File: src/rtl/point_transform_2d_top_assert.svh
`ifndef POINT_TRANSFORM_2D_TOP_ASSERT_SVH
`define POINT_TRANSFORM_2D_TOP_ASSERT_SVH

// Same-cycle implication, disabled while reset is held.
`define PT2D_ASSERT_IMP(lbl, ante, cons, msg) \
    lbl: assert property (@(posedge aclk) disable iff (!aresetn) (ante) |-> (cons)) \
        else $error(msg);

// Next-cycle implication, disabled while reset is held.
`define PT2D_ASSERT_NXT(lbl, ante, cons, msg) \
    lbl: assert property (@(posedge aclk) disable iff (!aresetn) (ante) |=> (cons)) \
        else $error(msg);

// Next-cycle implication that also holds across reset.
`define PT2D_ASSERT_NXT_RST(lbl, ante, cons, msg) \
    lbl: assert property (@(posedge aclk) (ante) |=> (cons)) \
        else $error(msg);

`endif

File: src/rtl/pt2d_pkg.sv
`timescale 1ns / 1ps

package pt2d_pkg;

    // Transform modes
    typedef enum logic [2:0] {
        MODE_SCALE   = 3'd0,
        MODE_REFL_X  = 3'd1,
        MODE_REFL_Y  = 3'd2,
        MODE_REFL_O  = 3'd3,
        MODE_SWAP    = 3'd4,
        MODE_ROTATE  = 3'd5
    } pt2d_mode_t;

    // Configuration port
    localparam int CFG_IDX_W  = 3;
    localparam int CFG_DATA_W = 16;

    localparam logic [CFG_IDX_W-1:0] REG_MODE    = 3'd0;
    localparam logic [CFG_IDX_W-1:0] REG_SCALE_X = 3'd1;
    localparam logic [CFG_IDX_W-1:0] REG_SCALE_Y = 3'd2;
    localparam logic [CFG_IDX_W-1:0] REG_ANGLE   = 3'd3;
    localparam logic [CFG_IDX_W-1:0] REG_PIVOT_X = 3'd4;
    localparam logic [CFG_IDX_W-1:0] REG_PIVOT_Y = 3'd5;

    // Angle folding
    localparam logic [8:0] ANGLE_FULL = 9'd360;
    localparam logic [8:0] ANGLE_270  = 9'd270;
    localparam logic [8:0] ANGLE_180  = 9'd180;
    localparam logic [8:0] ANGLE_90   = 9'd90;
    localparam logic [6:0] DEG_90     = 7'd90;

    // Fixed datapath widths
    localparam int SPROD_W     = 28;
    localparam int SCALE_SHIFT = 8;
    localparam int VAL_W       = 21;

    typedef struct packed {
        logic [2:0]         mode;
        logic signed [15:0] scale_x;
        logic signed [15:0] scale_y;
        logic [8:0]         angle_deg;
        logic signed [11:0] pivot_x;
        logic signed [11:0] pivot_y;
    } pt2d_cfg_t;

    localparam pt2d_cfg_t CFG_RESET = '{
        mode:      MODE_SCALE,
        scale_x:   16'sd256,
        scale_y:   16'sd256,
        angle_deg: 9'd0,
        pivot_x:   12'sd0,
        pivot_y:   12'sd0
    };

    // First stage payload: decoded request
    typedef struct packed {
        logic [2:0]         mode;
        logic [1:0]         quad;
        logic [6:0]         rem;
        logic signed [12:0] dx;
        logic signed [12:0] dy;
        logic signed [11:0] px;
        logic signed [11:0] py;
        logic signed [11:0] cx;
        logic signed [11:0] cy;
        logic signed [15:0] sx;
        logic signed [15:0] sy;
        logic signed [12:0] dir_x;
        logic signed [12:0] dir_y;
    } pt2d_s1_t;

    // Control carried alongside the products
    typedef struct packed {
        logic [2:0]         mode;
        logic signed [11:0] cx;
        logic signed [11:0] cy;
        logic signed [12:0] dir_x;
        logic signed [12:0] dir_y;
    } pt2d_ctl_t;

    // sin(0..90 degrees) in Q1.14, rounded to nearest
    localparam logic [14:0] SIN_Q14 [0:90] = '{
        15'd0,     15'd286,   15'd572,   15'd857,   15'd1143,
        15'd1428,  15'd1713,  15'd1997,  15'd2280,  15'd2563,
        15'd2845,  15'd3126,  15'd3406,  15'd3686,  15'd3964,
        15'd4240,  15'd4516,  15'd4790,  15'd5063,  15'd5334,
        15'd5604,  15'd5872,  15'd6138,  15'd6402,  15'd6664,
        15'd6924,  15'd7182,  15'd7438,  15'd7692,  15'd7943,
        15'd8192,  15'd8438,  15'd8682,  15'd8923,  15'd9162,
        15'd9397,  15'd9630,  15'd9860,  15'd10087, 15'd10311,
        15'd10531, 15'd10749, 15'd10963, 15'd11174, 15'd11381,
        15'd11585, 15'd11786, 15'd11982, 15'd12176, 15'd12365,
        15'd12551, 15'd12733, 15'd12911, 15'd13085, 15'd13255,
        15'd13421, 15'd13583, 15'd13741, 15'd13894, 15'd14044,
        15'd14189, 15'd14330, 15'd14466, 15'd14598, 15'd14726,
        15'd14849, 15'd14968, 15'd15082, 15'd15191, 15'd15296,
        15'd15396, 15'd15491, 15'd15582, 15'd15668, 15'd15749,
        15'd15826, 15'd15897, 15'd15964, 15'd16026, 15'd16083,
        15'd16135, 15'd16182, 15'd16225, 15'd16262, 15'd16294,
        15'd16322, 15'd16344, 15'd16362, 15'd16374, 15'd16382,
        15'd16384
    };

    // Look up sine, clamping the angle at ninety degrees
    function automatic logic [14:0] pt2d_sin_q14(input logic [6:0] deg);
        logic [6:0] idx;
        idx = (deg > DEG_90) ? DEG_90 : deg;
        return SIN_Q14[idx];
    endfunction

endpackage

File: src/rtl/pt2d_front.sv
`timescale 1ns / 1ps

module pt2d_front import pt2d_pkg::*; (
    input  logic               aclk,
    input  logic               aresetn,
    input  logic               in_valid,
    output logic               in_ready,
    input  logic signed [11:0] point_x,
    input  logic signed [11:0] point_y,
    input  pt2d_cfg_t          cfg,
    output logic               out_valid,
    input  logic               out_ready,
    output pt2d_s1_t           out_data
);

    logic     valid_reg;
    pt2d_s1_t data_reg;
    pt2d_s1_t data_next;

    // Decode the request: fold the angle, form offsets and the direct results
    always_comb begin
        logic [8:0]         ang;
        logic signed [12:0] px13;
        logic signed [12:0] py13;
        ang  = (cfg.angle_deg >= ANGLE_FULL) ? (cfg.angle_deg - ANGLE_FULL) : cfg.angle_deg;
        px13 = 13'(point_x);
        py13 = 13'(point_y);

        data_next       = '0;
        data_next.mode  = cfg.mode;
        data_next.px    = point_x;
        data_next.py    = point_y;
        data_next.cx    = cfg.pivot_x;
        data_next.cy    = cfg.pivot_y;
        data_next.sx    = cfg.scale_x;
        data_next.sy    = cfg.scale_y;
        data_next.dx    = px13 - 13'(cfg.pivot_x);
        data_next.dy    = py13 - 13'(cfg.pivot_y);

        priority if (ang >= ANGLE_270) begin
            data_next.quad = 2'd3;
            data_next.rem  = 7'(ang - ANGLE_270);
        end else if (ang >= ANGLE_180) begin
            data_next.quad = 2'd2;
            data_next.rem  = 7'(ang - ANGLE_180);
        end else if (ang >= ANGLE_90) begin
            data_next.quad = 2'd1;
            data_next.rem  = 7'(ang - ANGLE_90);
        end else begin
            data_next.quad = 2'd0;
            data_next.rem  = 7'(ang);
        end

        unique case (cfg.mode)
            MODE_REFL_X: begin
                data_next.dir_x = px13;
                data_next.dir_y = -py13;
            end
            MODE_REFL_Y: begin
                data_next.dir_x = -px13;
                data_next.dir_y = py13;
            end
            MODE_REFL_O: begin
                data_next.dir_x = -px13;
                data_next.dir_y = -py13;
            end
            MODE_SWAP: begin
                data_next.dir_x = py13;
                data_next.dir_y = px13;
            end
            default: begin
                data_next.dir_x = px13;
                data_next.dir_y = py13;
            end
        endcase
    end

    // Advance when the stage is empty or its request moves on
    assign in_ready = !valid_reg || out_ready;

    always_ff @(posedge aclk) begin
        if (!aresetn) begin
            valid_reg <= 1'b0;
        end else if (in_ready) begin
            valid_reg <= in_valid;
        end
        if (in_ready && in_valid) begin
            data_reg <= data_next;
        end
    end

    assign out_valid = valid_reg;
    assign out_data  = data_reg;

endmodule

File: src/rtl/pt2d_mult.sv
`timescale 1ns / 1ps

module pt2d_mult import pt2d_pkg::*; #(
    parameter int TRIG_FRAC_BITS = 14
) (
    input  logic                                aclk,
    input  logic                                aresetn,
    input  logic                                in_valid,
    output logic                                in_ready,
    input  pt2d_s1_t                            in_data,
    output logic                                out_valid,
    input  logic                                out_ready,
    output pt2d_ctl_t                           out_ctl,
    output logic signed [SPROD_W-1:0]           out_sx_prod,
    output logic signed [SPROD_W-1:0]           out_sy_prod,
    output logic signed [TRIG_FRAC_BITS+14:0]   out_dxc,
    output logic signed [TRIG_FRAC_BITS+14:0]   out_dys,
    output logic signed [TRIG_FRAC_BITS+14:0]   out_dxs,
    output logic signed [TRIG_FRAC_BITS+14:0]   out_dyc
);

    localparam int TW  = TRIG_FRAC_BITS + 1;
    localparam int TSW = TRIG_FRAC_BITS + 2;
    localparam int PRW = TRIG_FRAC_BITS + 15;

    // Trig stage
    logic                  v2_reg;
    pt2d_s1_t              d2_reg;
    logic signed [TSW-1:0] sin_reg;
    logic signed [TSW-1:0] cos_reg;
    logic signed [TSW-1:0] sin_next;
    logic signed [TSW-1:0] cos_next;

    // Product stage
    logic                      v3_reg;
    pt2d_ctl_t                 ctl_reg;
    logic signed [SPROD_W-1:0] sxp_reg;
    logic signed [SPROD_W-1:0] syp_reg;
    logic signed [PRW-1:0]     dxc_reg;
    logic signed [PRW-1:0]     dys_reg;
    logic signed [PRW-1:0]     dxs_reg;
    logic signed [PRW-1:0]     dyc_reg;

    logic en2;
    logic en3;

    logic [14:0]   e_lo_raw;
    logic [14:0]   e_hi_raw;
    logic [TW-1:0] e_lo;
    logic [TW-1:0] e_hi;

    // Look up the entries at the remainder and at its complement
    assign e_lo_raw = pt2d_sin_q14(in_data.rem);
    assign e_hi_raw = pt2d_sin_q14(DEG_90 - in_data.rem);

    // Rescale the Q1.14 entries to the trig fraction width
    generate
        if (TRIG_FRAC_BITS >= 14) begin : g_up
            assign e_lo = TW'(e_lo_raw) << (TRIG_FRAC_BITS - 14);
            assign e_hi = TW'(e_hi_raw) << (TRIG_FRAC_BITS - 14);
        end else begin : g_dn
            localparam int SH = 14 - TRIG_FRAC_BITS;
            localparam logic [14:0] RND = 15'(1 << (SH - 1));
            logic [14:0] lo_rnd;
            logic [14:0] hi_rnd;
            assign lo_rnd = e_lo_raw + RND;
            assign hi_rnd = e_hi_raw + RND;
            assign e_lo   = TW'(lo_rnd >> SH);
            assign e_hi   = TW'(hi_rnd >> SH);
        end
    endgenerate

    // Fold by quadrant: odd quadrants swap the entries, signs follow the quadrant
    always_comb begin
        logic signed [TSW-1:0] s_mag;
        logic signed [TSW-1:0] c_mag;
        s_mag = in_data.quad[0] ? $signed(TSW'(e_hi)) : $signed(TSW'(e_lo));
        c_mag = in_data.quad[0] ? $signed(TSW'(e_lo)) : $signed(TSW'(e_hi));
        sin_next = in_data.quad[1] ? -s_mag : s_mag;
        cos_next = (in_data.quad[1] ^ in_data.quad[0]) ? -c_mag : c_mag;
    end

    // Stall chain: a stage takes a request when empty or draining
    assign en3      = !v3_reg || out_ready;
    assign en2      = !v2_reg || en3;
    assign in_ready = en2;

    // Hold trig values with the request
    always_ff @(posedge aclk) begin
        if (!aresetn) begin
            v2_reg <= 1'b0;
        end else if (en2) begin
            v2_reg <= in_valid;
        end
        if (en2 && in_valid) begin
            d2_reg  <= in_data;
            sin_reg <= sin_next;
            cos_reg <= cos_next;
        end
    end

    // Multiply: scale products and the four rotation products
    always_ff @(posedge aclk) begin
        if (!aresetn) begin
            v3_reg <= 1'b0;
        end else if (en3) begin
            v3_reg <= v2_reg;
        end
        if (en3 && v2_reg) begin
            ctl_reg.mode  <= d2_reg.mode;
            ctl_reg.cx    <= d2_reg.cx;
            ctl_reg.cy    <= d2_reg.cy;
            ctl_reg.dir_x <= d2_reg.dir_x;
            ctl_reg.dir_y <= d2_reg.dir_y;
            sxp_reg <= SPROD_W'(d2_reg.px) * SPROD_W'(d2_reg.sx);
            syp_reg <= SPROD_W'(d2_reg.py) * SPROD_W'(d2_reg.sy);
            dxc_reg <= PRW'(d2_reg.dx) * PRW'(cos_reg);
            dys_reg <= PRW'(d2_reg.dy) * PRW'(sin_reg);
            dxs_reg <= PRW'(d2_reg.dx) * PRW'(sin_reg);
            dyc_reg <= PRW'(d2_reg.dy) * PRW'(cos_reg);
        end
    end

    assign out_valid   = v3_reg;
    assign out_ctl     = ctl_reg;
    assign out_sx_prod = sxp_reg;
    assign out_sy_prod = syp_reg;
    assign out_dxc     = dxc_reg;
    assign out_dys     = dys_reg;
    assign out_dxs     = dxs_reg;
    assign out_dyc     = dyc_reg;

endmodule

File: src/rtl/pt2d_back.sv
`timescale 1ns / 1ps

module pt2d_back import pt2d_pkg::*; #(
    parameter int TRIG_FRAC_BITS = 14,
    parameter int OUT_BITS       = 16
) (
    input  logic                              aclk,
    input  logic                              aresetn,
    input  logic                              in_valid,
    output logic                              in_ready,
    input  pt2d_ctl_t                         in_ctl,
    input  logic signed [SPROD_W-1:0]         in_sx_prod,
    input  logic signed [SPROD_W-1:0]         in_sy_prod,
    input  logic signed [TRIG_FRAC_BITS+14:0] in_dxc,
    input  logic signed [TRIG_FRAC_BITS+14:0] in_dys,
    input  logic signed [TRIG_FRAC_BITS+14:0] in_dxs,
    input  logic signed [TRIG_FRAC_BITS+14:0] in_dyc,
    output logic                              out_valid,
    input  logic                              out_ready,
    output logic signed [OUT_BITS-1:0]        out_x,
    output logic signed [OUT_BITS-1:0]        out_y,
    output logic                              out_sat
);

    localparam int SUMW = TRIG_FRAC_BITS + 16;
    localparam int CW   = ((OUT_BITS > VAL_W) ? OUT_BITS : VAL_W) + 1;

    localparam logic signed [SUMW-1:0]    RBIAS = (SUMW'(1) <<< TRIG_FRAC_BITS) - SUMW'(1);
    localparam logic signed [SPROD_W-1:0] SBIAS = (SPROD_W'(1) <<< SCALE_SHIFT) - SPROD_W'(1);
    localparam logic signed [CW-1:0]      HI    = (CW'(1) <<< (OUT_BITS - 1)) - CW'(1);
    localparam logic signed [CW-1:0]      LO    = -(CW'(1) <<< (OUT_BITS - 1));

    logic                    v4_reg;
    logic signed [VAL_W-1:0] vx_reg;
    logic signed [VAL_W-1:0] vy_reg;
    logic signed [VAL_W-1:0] vx_next;
    logic signed [VAL_W-1:0] vy_next;

    logic                       v5_reg;
    logic signed [OUT_BITS-1:0] ox_reg;
    logic signed [OUT_BITS-1:0] oy_reg;
    logic                       sat_reg;
    logic signed [OUT_BITS-1:0] ox_next;
    logic signed [OUT_BITS-1:0] oy_next;
    logic                       sat_next;

    logic en4;
    logic en5;

    // Combine products and divide toward zero by a biased shift; other modes pass the direct results
    always_comb begin
        logic signed [SUMW-1:0]    sum_x;
        logic signed [SUMW-1:0]    sum_y;
        logic signed [SUMW-1:0]    rb_x;
        logic signed [SUMW-1:0]    rb_y;
        logic signed [SPROD_W-1:0] sb_x;
        logic signed [SPROD_W-1:0] sb_y;
        sum_x = (SUMW'(in_ctl.cx) <<< TRIG_FRAC_BITS) + SUMW'(in_dxc) - SUMW'(in_dys);
        sum_y = (SUMW'(in_ctl.cy) <<< TRIG_FRAC_BITS) + SUMW'(in_dxs) + SUMW'(in_dyc);
        rb_x  = sum_x + (sum_x[SUMW-1] ? RBIAS : '0);
        rb_y  = sum_y + (sum_y[SUMW-1] ? RBIAS : '0);
        sb_x  = in_sx_prod + (in_sx_prod[SPROD_W-1] ? SBIAS : '0);
        sb_y  = in_sy_prod + (in_sy_prod[SPROD_W-1] ? SBIAS : '0);
        unique case (in_ctl.mode)
            MODE_SCALE: begin
                vx_next = VAL_W'(sb_x >>> SCALE_SHIFT);
                vy_next = VAL_W'(sb_y >>> SCALE_SHIFT);
            end
            MODE_ROTATE: begin
                vx_next = VAL_W'(rb_x >>> TRIG_FRAC_BITS);
                vy_next = VAL_W'(rb_y >>> TRIG_FRAC_BITS);
            end
            default: begin
                vx_next = VAL_W'(in_ctl.dir_x);
                vy_next = VAL_W'(in_ctl.dir_y);
            end
        endcase
    end

    // Clip each coordinate to the output range
    always_comb begin
        logic signed [CW-1:0] ex;
        logic signed [CW-1:0] ey;
        logic signed [CW-1:0] cx;
        logic signed [CW-1:0] cy;
        logic                 clip_x;
        logic                 clip_y;
        ex = CW'(vx_reg);
        ey = CW'(vy_reg);
        clip_x = (ex > HI) || (ex < LO);
        clip_y = (ey > HI) || (ey < LO);
        cx = (ex > HI) ? HI : ((ex < LO) ? LO : ex);
        cy = (ey > HI) ? HI : ((ey < LO) ? LO : ey);
        ox_next  = cx[OUT_BITS-1:0];
        oy_next  = cy[OUT_BITS-1:0];
        sat_next = clip_x || clip_y;
    end

    // Stall chain through the output register
    assign en5      = !v5_reg || out_ready;
    assign en4      = !v4_reg || en5;
    assign in_ready = en4;

    always_ff @(posedge aclk) begin
        if (!aresetn) begin
            v4_reg <= 1'b0;
            v5_reg <= 1'b0;
        end else begin
            if (en4) begin
                v4_reg <= in_valid;
            end
            if (en5) begin
                v5_reg <= v4_reg;
            end
        end
        if (en4 && in_valid) begin
            vx_reg <= vx_next;
            vy_reg <= vy_next;
        end
        if (en5 && v4_reg) begin
            ox_reg  <= ox_next;
            oy_reg  <= oy_next;
            sat_reg <= sat_next;
        end
    end

    assign out_valid = v5_reg;
    assign out_x     = ox_reg;
    assign out_y     = oy_reg;
    assign out_sat   = sat_reg;

endmodule

File: src/rtl/point_transform_2d_top.sv
`timescale 1ns / 1ps
// 2-D point transform: scale, reflect, swap or rotate one vertex per request.
// Input stream s_*: one vertex per request, taken when s_tvalid and s_tready
// are both high. Output stream m_*: one transformed vertex per input vertex,
// in order, with m_tuser flagging that a coordinate was clipped.
// The configuration port writes a register on any edge where cfg_wen is
// high; change it only while no request is in flight.
// Pipeline: five register stages (decode, trig lookup, multiply, combine,
// clip and output). Throughput: one vertex per cycle unless m_tready
// stalls the pipe; the multiply stage has a full set of multipliers, so
// nothing is shared.
// Stall: every stage advances when empty or when the stage after it moves,
// so bubbles close up and s_tready only falls once the pipe is full behind a
// stalled receiver. Nothing is dropped or repeated.
// Reset: stage valid bits clear, the output goes idle, and the registers
// return to scale mode with unit factors, zero angle and a pivot at zero.
`include "point_transform_2d_top_assert.svh"

module point_transform_2d_top import pt2d_pkg::*; #(
    parameter int TRIG_FRAC_BITS = 14,
    parameter int OUT_BITS       = 16
) (
    input  logic                                    aclk,
    input  logic                                    aresetn,
    input  logic                                    s_tvalid,
    output logic                                    s_tready,
    // point_x [11:0], point_y [23:12]
    input  logic [23:0]                             s_tdata,
    output logic                                    m_tvalid,
    input  logic                                    m_tready,
    // out_x, then out_y, each OUT_BITS wide, zero padded to whole bytes
    output logic [((2 * OUT_BITS + 7) / 8) * 8 - 1:0] m_tdata,
    // saturated [0]
    output logic [0:0]                              m_tuser,
    input  logic                                    cfg_wen,
    input  logic [CFG_IDX_W-1:0]                    cfg_idx,
    input  logic [CFG_DATA_W-1:0]                   cfg_wdata
);

    localparam int TDW = ((2 * OUT_BITS + 7) / 8) * 8;
    localparam int PRW = TRIG_FRAC_BITS + 15;

    localparam logic signed [OUT_BITS-1:0] OUT_MAX = (OUT_BITS'(1) <<< (OUT_BITS - 1)) - 1'b1;
    localparam logic signed [OUT_BITS-1:0] OUT_MIN = OUT_BITS'(1) <<< (OUT_BITS - 1);

    pt2d_cfg_t cfg_reg;

    logic      s1_valid;
    logic      s1_ready;
    pt2d_s1_t  s1_data;

    logic                      s3_valid;
    logic                      s3_ready;
    pt2d_ctl_t                 s3_ctl;
    logic signed [SPROD_W-1:0] s3_sxp;
    logic signed [SPROD_W-1:0] s3_syp;
    logic signed [PRW-1:0]     s3_dxc;
    logic signed [PRW-1:0]     s3_dys;
    logic signed [PRW-1:0]     s3_dxs;
    logic signed [PRW-1:0]     s3_dyc;

    logic signed [OUT_BITS-1:0] out_x;
    logic signed [OUT_BITS-1:0] out_y;
    logic                       out_sat;
    logic                       in_acc;

    // Write the configuration registers; unknown indexes are dropped
    always_ff @(posedge aclk) begin
        if (!aresetn) begin
            cfg_reg <= CFG_RESET;
        end else if (cfg_wen) begin
            unique case (cfg_idx)
                REG_MODE:    cfg_reg.mode      <= cfg_wdata[2:0];
                REG_SCALE_X: cfg_reg.scale_x   <= $signed(cfg_wdata);
                REG_SCALE_Y: cfg_reg.scale_y   <= $signed(cfg_wdata);
                REG_ANGLE:   cfg_reg.angle_deg <= cfg_wdata[8:0];
                REG_PIVOT_X: cfg_reg.pivot_x   <= $signed(cfg_wdata[11:0]);
                REG_PIVOT_Y: cfg_reg.pivot_y   <= $signed(cfg_wdata[11:0]);
                default: begin
                end
            endcase
        end
    end

    pt2d_front u_front (
        .aclk      (aclk),
        .aresetn   (aresetn),
        .in_valid  (s_tvalid),
        .in_ready  (s_tready),
        .point_x   ($signed(s_tdata[11:0])),
        .point_y   ($signed(s_tdata[23:12])),
        .cfg       (cfg_reg),
        .out_valid (s1_valid),
        .out_ready (s1_ready),
        .out_data  (s1_data)
    );

    pt2d_mult #(
        .TRIG_FRAC_BITS (TRIG_FRAC_BITS)
    ) u_mult (
        .aclk        (aclk),
        .aresetn     (aresetn),
        .in_valid    (s1_valid),
        .in_ready    (s1_ready),
        .in_data     (s1_data),
        .out_valid   (s3_valid),
        .out_ready   (s3_ready),
        .out_ctl     (s3_ctl),
        .out_sx_prod (s3_sxp),
        .out_sy_prod (s3_syp),
        .out_dxc     (s3_dxc),
        .out_dys     (s3_dys),
        .out_dxs     (s3_dxs),
        .out_dyc     (s3_dyc)
    );

    pt2d_back #(
        .TRIG_FRAC_BITS (TRIG_FRAC_BITS),
        .OUT_BITS       (OUT_BITS)
    ) u_back (
        .aclk       (aclk),
        .aresetn    (aresetn),
        .in_valid   (s3_valid),
        .in_ready   (s3_ready),
        .in_ctl     (s3_ctl),
        .in_sx_prod (s3_sxp),
        .in_sy_prod (s3_syp),
        .in_dxc     (s3_dxc),
        .in_dys     (s3_dys),
        .in_dxs     (s3_dxs),
        .in_dyc     (s3_dyc),
        .out_valid  (m_tvalid),
        .out_ready  (m_tready),
        .out_x      (out_x),
        .out_y      (out_y),
        .out_sat    (out_sat)
    );

    // Pack the result
    assign m_tdata    = TDW'({out_y, out_x});
    assign m_tuser[0] = out_sat;

    assign in_acc = s_tvalid && s_tready;

    // A request with the receiver ready throughout reaches the output
    `PT2D_ASSERT_NXT(a_latency, $past(in_acc, 4) && $past(aresetn, 4) && $past(aresetn, 3) && $past(aresetn, 2) && $past(aresetn, 1) && $past(m_tready, 3) && $past(m_tready, 2) && $past(m_tready, 1) && m_tready, m_tvalid, "request lost in pipeline")

    // A clipped result sits on a range limit
    `PT2D_ASSERT_IMP(a_sat_limit, m_tvalid && m_tuser[0], out_x == OUT_MAX || out_x == OUT_MIN || out_y == OUT_MAX || out_y == OUT_MIN, "saturated flag without a clipped coordinate")

    // Reset empties the pipe and opens the input
    `PT2D_ASSERT_NXT_RST(a_reset_idle, !aresetn, !m_tvalid && s_tready, "pipeline not empty after reset")

endmodule
File: config.mk
export PLATFORM = sky130hd
export DESIGN_NAME = point_transform_2d_top
export DESIGN_NICKNAME = d
export VERILOG_FILES = /design/src/rtl/pt2d_pkg.sv /design/src/rtl/pt2d_front.sv /design/src/rtl/pt2d_mult.sv /design/src/rtl/pt2d_back.sv /design/src/rtl/point_transform_2d_top.sv
export VERILOG_INCLUDE_DIRS = /design/src /design/src/rtl
export SDC_FILE = /design/constraint.sdc
export NUM_CORES = 2
export LEC_CHECK = 0
export ABC_AREA = 1
export BUFFER_PORTS_ARGS = -buffer_cell sky130_fd_sc_hd__buf_2
export CAP_MARGIN = 20
export CORE_ASPECT_RATIO = 2
export CORE_MARGIN = 2
export CORE_UTILIZATION = 60
export CTS_CLUSTER_DIAMETER = 80
export DETAILED_ROUTE_END_ITERATION = 10
export GPL_TIMING_DRIVEN = 0
export HOLD_SLACK_MARGIN = 0.12
export MAX_ROUTING_LAYER = met4
export PLACE_DENSITY_LB_ADDON = 0.3
export SYNTH_ARGS = -nofsm -noshare
export SYNTH_HDL_FRONTEND = slang
export SYNTH_HIERARCHICAL = 1
export SYNTH_SLANG_ARGS = --single-unit
File: constraint.sdc
create_clock -name aclk -period 21.1 [get_ports aclk]
set_clock_uncertainty 0.05 [all_clocks]
set_input_delay 4.22 -clock aclk [delete_from_list [all_inputs] [get_ports aclk]]
set_output_delay 4.22 -clock aclk [all_outputs]
set_load 0.02 [all_outputs]
==> metrics.txt <==
Slew headroom=0.119; Pre-Repair DR Iteration Count=9; Synth Instances=9825; global placement routability congestion=1.18; clk sinks=682; setup repair bufs after CTS=0; H-tree Lvls=3; mapped cell area=82700 sq um; post-route setup slack=11.61 ns; synth top area cells=fa_1 (28%), edfxtp_1 (22%), nand2_1 (11%); Synth warnings=6; Final Critical Period=9.49 ns; Reg-to-Reg End=u_mult/out_dyc[27]; FF+latch area=19700 sq um; Post-synth top cells=nand2_1 (2452), inv_1 (2282), fa_1 (1174), edfxtp_1 (609), ha_1 (572); fill count=11.7k; Routed Antenna Nets=0; Root Buffer Master=clkbuf_16; number of synthesized flops with an enable pin=609; Required @ worst endpoint=16.83 ns; Slew @ Worst Pin=1.32 ns; syn_nets=11.6k; Vias/cell=5.85; # IOs=83; CP max FO=3; Setup Crit Path Kind=in2out; RSZ-0062 raised after global routing=false; critical path capture point type=primary output; final-report hold violation count=0; clock latency on the worst-skew pair=0.69 ns; fmax=0.105 GHz; Placement Setup Slack=11.62 ns; Chip Height=529 microns; row count=192; Initial Utilization=0.605; hold path startpoint=u_front/out_data[5]; total CTS buffers=66; final setup violation count=0; syn_area_per_cell=8.41 sq um; reg2reg setup slack=12.07 ns; Hold EP=u_mult/d2_reg[5]; hold crit path type=reg2reg; Setup crit start kind=primary input; MaxCap Viol Count=0; post-CTS sizing=0; Final Util=0.650; largest net degree at the start of global routing=115; Reg clk slew, reported paths=0.07 ns; vias in the first global route=71.2k; clock buffer depth=3; Netlist cell types=68; core region area=137000 sq um; Min-Delay Path Depth=0; Final Slew Violations=0; Setup crit start=m_tready; # DRC=0; leading area contributor after synthesis=fa_1; ys async rst share=0; crit share post-route=0.450; first-pass GRT wire length=459 mm; die width=266 microns; CP arrival=5.22 ns; routed wire length=315 mm; Synth Flop Type=edfxtp_1; WL/cell=26.5 microns; layout overhead on the synthesized area=7.41%; Initial DRC Count=6198; post-DP HPWL=249 mm; flops & latches, synth=682; Critical R2R Launch=u_mult/d2_reg[118]; most frequent cell after synthesis=nand2_1; IO Port Bufs=82; outcome=complete, no violations; worst r2r path cells=22; via count=69.4k; Multi-input gate area=52800 sq um; area share of the largest cell type after synthesis=0.284; post-synthesis sequential area ratio=0.239; Hold Buf Count CTS=0; total track usage=0.476; antenna violations before repair=32; Die ar.=141000 sq um; max reg flops=144; Nets=11.8k; layout cells sized above 1=0.0527; remaining global-route overflow=0; TritonCTS clock tree=yes
[cell families after synthesis]
family,count (synthesis),share of synthesized area
AO/OA/AOI/OAI,722,0.0496
flip-flops,682,0.239
buffers and inverters,2666,0.123
adder cells (fa/ha/maj),1746,0.371
AND/OR/NAND/NOR,3738,0.188
XOR/XNOR,271,0.0289
[per-layer routing]
layer  vias to the layer above  global-route usage  wire (microns)
met5                         -                   -               0
met4                         0               0.517           46300
met3                      1886               0.171           29800
met2                      3805               0.746          149000
met1                     33500               0.421           89500
li1                      30200                   -               -
[through the flow]
step           cell area, sq um  std cells  hold slack (ns)  TNS, ns
6_report                  88800      11900            0.351        0
5_1_grt                   88800      11900            0.352        0
4_1_cts                   88200      11800            0.335        0
3_5_place_dp              85900      11700            0.355        0
3_3_place_gp              85300      11700            0.350  -164.98
2_1_floorplan             82700       9825            0.350        0
[how the worst max path moves through the flow]
stage	end	slack [ns]
4_1_cts	s_tready	11.61
3_3_place_gp	u_mult/out_dys[19]	-0.79
2_1_floorplan	u_mult/out_ctl[0]	4.93
3_5_place_dp	s_tready	11.62
6_report	s_tready	11.61
5_1_grt	s_tready	11.51
[worst max-delay path, cell delays in order]
cell     delay, ns
buf_2         0.09
inv_1         0.12
nand3_1       0.13
inv_1         0.15
nand3_1       0.13
inv_1         0.14
nand2_1       0.07
buf_2         0.16
[final cells by class]
class                           instances  area share
Sequential cell                       682       0.222
Tap cell                             1746      0.0246
Buffer                                342      0.0166
Timing Repair Buffer                  142      0.0165
Antenna cell                           39     0.00110
Inverter                             2324      0.0984
Multi-Input combinational cell       6477       0.595
Clock buffer                           73      0.0191
Clock inverter                         48     0.00671
[layout by cell type, fill, tap and decap left out, types with 15 or more instances in the layout]
cell,count
nand2_1,2452
inv_1,2280
fa_1,1174
edfxtp_1,609
ha_1,572
nor2_1,524
nand3_1,457
a21oi_1,301
clkbuf_1,278
o21ai_0,225
xor2_1,167
buf_2,109
xnor2_1,99
dfxtp_1,73
clkbuf_16,68
nand2_2,61
nand4_1,60
nor3_1,51
diode_2,39
inv_2,34
nor2_2,32
o21ai_1,27
buf_8,22
o211ai_1,21
buf_6,20
buf_4,19
a31oi_1,19
o221ai_1,18
clkinv_1,16
nand3_2,16
nand3b_1,16
or2_2,16
o21bai_1,15
Power is left out: the tool's default activity adds up to more than one toggle a clock period on the data nets, which glitch-free logic cannot reach.
